File: config.mk
export PLATFORM = sky130hd
export DESIGN_NAME = dmc_mod_unit
export DESIGN_NICKNAME = d
export VERILOG_FILES = /design/src/dmc_mod_unit.sv
export SDC_FILE = /design/constraint.sdc
export NUM_CORES = 1
export LEC_CHECK = 0
export ABC_AREA = 1
export BUFFER_PORTS_ARGS = -buffer_cell sky130_fd_sc_hd__buf_4
export CAP_MARGIN = 0
export CORE_UTILIZATION = 40
export CTS_CLUSTER_DIAMETER = 200
export DETAILED_ROUTE_END_ITERATION = 8
export GPL_TIMING_DRIVEN = 0
export PLACE_DENSITY = 0.61
export SLEW_MARGIN = 25
export SYNTH_ARGS = -nofsm -noshare
export SYNTH_HDL_FRONTEND = slang
export SYNTH_SLANG_ARGS = --single-unit
File: constraint.sdc
create_clock -name clk -period 2.2 [get_ports clk]
set_input_delay 0.66 -clock clk [delete_from_list [all_inputs] [get_ports clk]]
set_output_delay 0.66 -clock clk [all_outputs]
set_load 0.03 [all_outputs]
File: src/dmc_mod_unit.sv
// ----------------------------------------------------------------------------
// dmc_mod_unit: iterative remainder unit
// Restoring division, one dividend bit per cycle; rem holds numer % denom
// once busy drops. denom must be nonzero and stay stable while busy.
// ----------------------------------------------------------------------------
module dmc_mod_unit #(
	parameter int NUM_W = 12,
	parameter int DEN_W = 13
) (
	input  logic             clk,
	input  logic             arst_n,
	input  logic             start,
	input  logic [NUM_W-1:0] numer,
	input  logic [DEN_W-1:0] denom,
	output logic             busy,
	output logic [DEN_W-1:0] rem
);

	localparam int CNT_W = $clog2(NUM_W + 1);

	logic [CNT_W-1:0] cnt_q;
	logic [NUM_W-1:0] numer_q;
	logic [DEN_W-1:0] rem_q;
	logic [DEN_W:0]   trial;
	logic [DEN_W:0]   diff;

	assign trial = {rem_q, numer_q[NUM_W-1]};
	// The top bit of diff is the borrow, since trial is below twice denom.
	assign diff  = trial - {1'b0, denom};

	always_ff @(posedge clk or negedge arst_n) begin
		if (!arst_n) begin
			cnt_q <= '0;
		end else if (start) begin
			cnt_q <= CNT_W'(NUM_W);
		end else if (cnt_q != '0) begin
			cnt_q <= cnt_q - 1'b1;
		end
	end

	always_ff @(posedge clk) begin
		if (start) begin
			numer_q <= numer;
			rem_q   <= '0;
		end else if (cnt_q != '0) begin
			numer_q <= {numer_q[NUM_W-2:0], 1'b0};
			rem_q   <= diff[DEN_W] ? trial[DEN_W-1:0] : diff[DEN_W-1:0];
		end
	end

	assign busy = (cnt_q != '0);
	assign rem  = rem_q;

endmodule

==> results.yml <==
outcome:
  outcome: "finished, final reports clean"
sta:
  skew_ns: 0.00645
  setup_violations: 0
  final.min_clock_period_ns: 2.03
  relSlewSlack: 0.659
  timing.fmax_mhz: 494
  period_share: 0.921
  hold_viol_final: 0
  whs_ns: 0.165
  rsz0062_at_grt: "false"
  setup-tns-final_ns: 0
  worstMarginPinSlew_ns: 0.511
  drv_slew: 0
  fin_ws_ns: 0.174
worst_setup_path:
  slowest_stage: "ha_1"
  ff2ff_setup_slack_ns: 0.20
  slowest_delay_ns: 0.35
  crit_type: "in2reg"
  path_cells: "buf_4, inv_1, ha_1, nand2_1, inv_1, nand2_1, nand3_2, nand2_4, nand2_4, nand2_4, buf_6, nand3_1, nand3_1, nand2_1"
  crit_path_start_kind: "input port"
  cp_max_fo: 10
  end_kind: "flip-flop"
  path_buf_inv: 4
  crit_arrival_ns: 2.20
  critPathTopFamily: "simple AND/OR/NAND/NOR gates"
  critPathRequiredTime_ns: 2.38
clock_network:
  hold_buffers: 0
  cts_buffers: 5
  cts_setup_buffers: 0
  cts_root_buf: "clkbuf_8"
  htreeDepth: 2
  cts_tree: "built"
  clock-sinks: 29
  clkTransAtPathRegs_ns: 0.06
  clock_path_buffers: 2
  clk_latency_ns: 0.28
detailed_routing:
  drc: 0
  via_count: 2071
  ant_nets: 0
  routedWlPerCell_um: 11.0
  vias_per_cell: 4.53
  wl_mm: 5.01
  drt_iter0_drc: 108
  first_pass_iters: 4
floorplanning:
  rows: 26
  num_io_pins: 42
  fp.dieArea_um2: 5910
  start_util: 0.428
  die_w_um: 76.9
  die_y_um: 76.9
  coreArea_um2: 5240
synth:
  yosysTopAreaCell: "nand2_1"
  ys_ff_latch: 29
  synth.area.top_cells: "nand2_1 (22%), edfxtp_1 (16%), dfxtp_1 (12%)"
  yosysWarnings: 0
  postSynthCellCount: 339
  yosys.area.top_type_share: 0.224
  syn_area_um2: 2240
  ys_seq_area_frac: 0.321
  avgSynthCellArea_um2: 6.62
  synth_nets: 383
  netlist-cell-type-count: 25
power_and_ir_drop:
  power_density_nw_per_um2: 1180
  ir_drop_v: 0.000543
  p_leak_nw: 1.59
  p_total_mw: 3.25
final_layout:
  layout-area-overhead-vs-synth_pct: 22.6
  nNetsFinal: 430
  ff_latch_area_um2: 721
  multiInputGateArea_um2: 1240
  layoutNonFillerInstCount: 457
  drive_above_1_share: 0.160
  fillers: 526
  diodes: 0
place:
  placed_cells: 449
  place.gp.congestion: 0.800
  place.port_buffers: 40
  place_hpwl_mm: 3.93
  dp_slack_ns: -0.166
run:
  cap_violations: 0
worst_hold_path:
  hold_class: "in2async"
global_route:
  grt_max_degree: 15
  top_usage_layer: "met2"
  antenna_found_initial: 0
  met3_usage: 0.0357
  use_met2: 0.303
  grt_pass1_wl_mm: 8.46
  grt_overflow: 0
  grt_pass1_vias: 1948
  use_met1: 0.228
  grt_use_total: 0.180
cells in the final DEF, fill, tap and decap left out, types with 2 or more instances in the layout:
cell	n
nor2_1	10
o21ai_0	2
clkbuf_8	5
dfrtp_1	4
ha_1	15
inv_1	68
xor2_1	2
buf_4	40
nand2_1	134
dfxtp_1	13
nand2_4	4
edfxtp_1	12
a21oi_1	7
nand3_2	4
buf_6	2
nand3b_1	5
clkbuf_1	5
xnor2_1	5
nand4_1	3
nand3_1	37
synth_stat cells (all sizes together):
| cell type | number |
|---|---|
| nand2 | 139 |
| o22ai | 1 |
| nand4 | 3 |
| xor2 | 2 |
| dfxtp | 13 |
| nor2 | 11 |
| and2 | 1 |
| clkbuf | 4 |
| xnor2 | 5 |
| nand3b | 5 |
| edfxtp | 12 |
| inv | 68 |
| buf | 3 |
| a21oi | 9 |
| fa | 1 |
| o21ai | 2 |
| nand3 | 41 |
| dfrtp | 4 |
| ha | 15 |
cell families after synthesis:
group / share of synthesized area
DFF: 0.321
and+or+nand+nor: 0.394
adders and majority gates: 0.0926
buffers and inverters: 0.133
xor gates and xnor gates: 0.0273
AOI/OAI and AO/OA: 0.0324
layout make-up:
cell class / instances / share of cell area
buffer: 7 / 0.0155
clock buffer: 6 / 0.0264
clock inverter: 2 / 0.0123
inverter: 68 / 0.0928
multi-input combinational: 235 / 0.450
sequential: 29 / 0.262
tap: 70 / 0.0318
timing repair buffer: 40 / 0.109
sequential cells by signal (all words and copies together), names as in the netlist:
register / cells
cnt_q: 4
numer_q: 12
rem: 13
per-stage QoR:
step	util	area, µm²
2_1_floorplan	-	2240
3_3_place_gp	0.502	2630
3_5_place_dp	0.502	2630
4_1_cts	0.523	2740
5_1_grt	0.525	2750
6_report	0.525	2750
routing by layer:
layer | wire (µm) | vias up
met3 | 231 | 6
li1 | - | 1134
met4 | 63 | 0
met5 | 0 | -
met1 | 2410 | 895
met2 | 2300 | 36
what timing repair did:
action	4_1_cts	5_1_grt
hold endpoints to repair	0	0
setup endpoints to repair	0	2
resized for setup	0	3
worst paths after layout:
check | start | endpoint | cells past startpoint
max in group asynchronous | arst_n | cnt_q[1] | 1
hold / removal | arst_n | cnt_q[2] | 1
hold reg to reg | rem[4] | rem[4] | 2
setup / recovery | denom[3] | rem[12] | 14
min in group clk | rem[4] | rem[4] | 2
setup reg to reg | numer_q[11] | rem[8] | 11
power breakdown:
part | total, mW | leakage, nW | switching [mW] | internal (mW)
logic | 1.88 | 1.25 | 1.15 | 0.727
clock network | 0.541 | 0.0528 | 0.207 | 0.334
registers | 0.833 | 0.285 | 0.131 | 0.703
total | 3.25 | 1.59 | 1.49 | 1.76
worst reg2reg max path: stages, from the launching register on:
cell	delay, ns
edfxtp_1	0.36
inv_1	0.09
ha_1	0.14
inv_1	0.07
fa_1	0.44
nand3_1	0.12
nand3_2	0.13
a21oi_1	0.19
xor2_1	0.18
nand2_1	0.07
nand3_1	0.07
nand2_1	0.05
(Power assumes the default switching activity.)
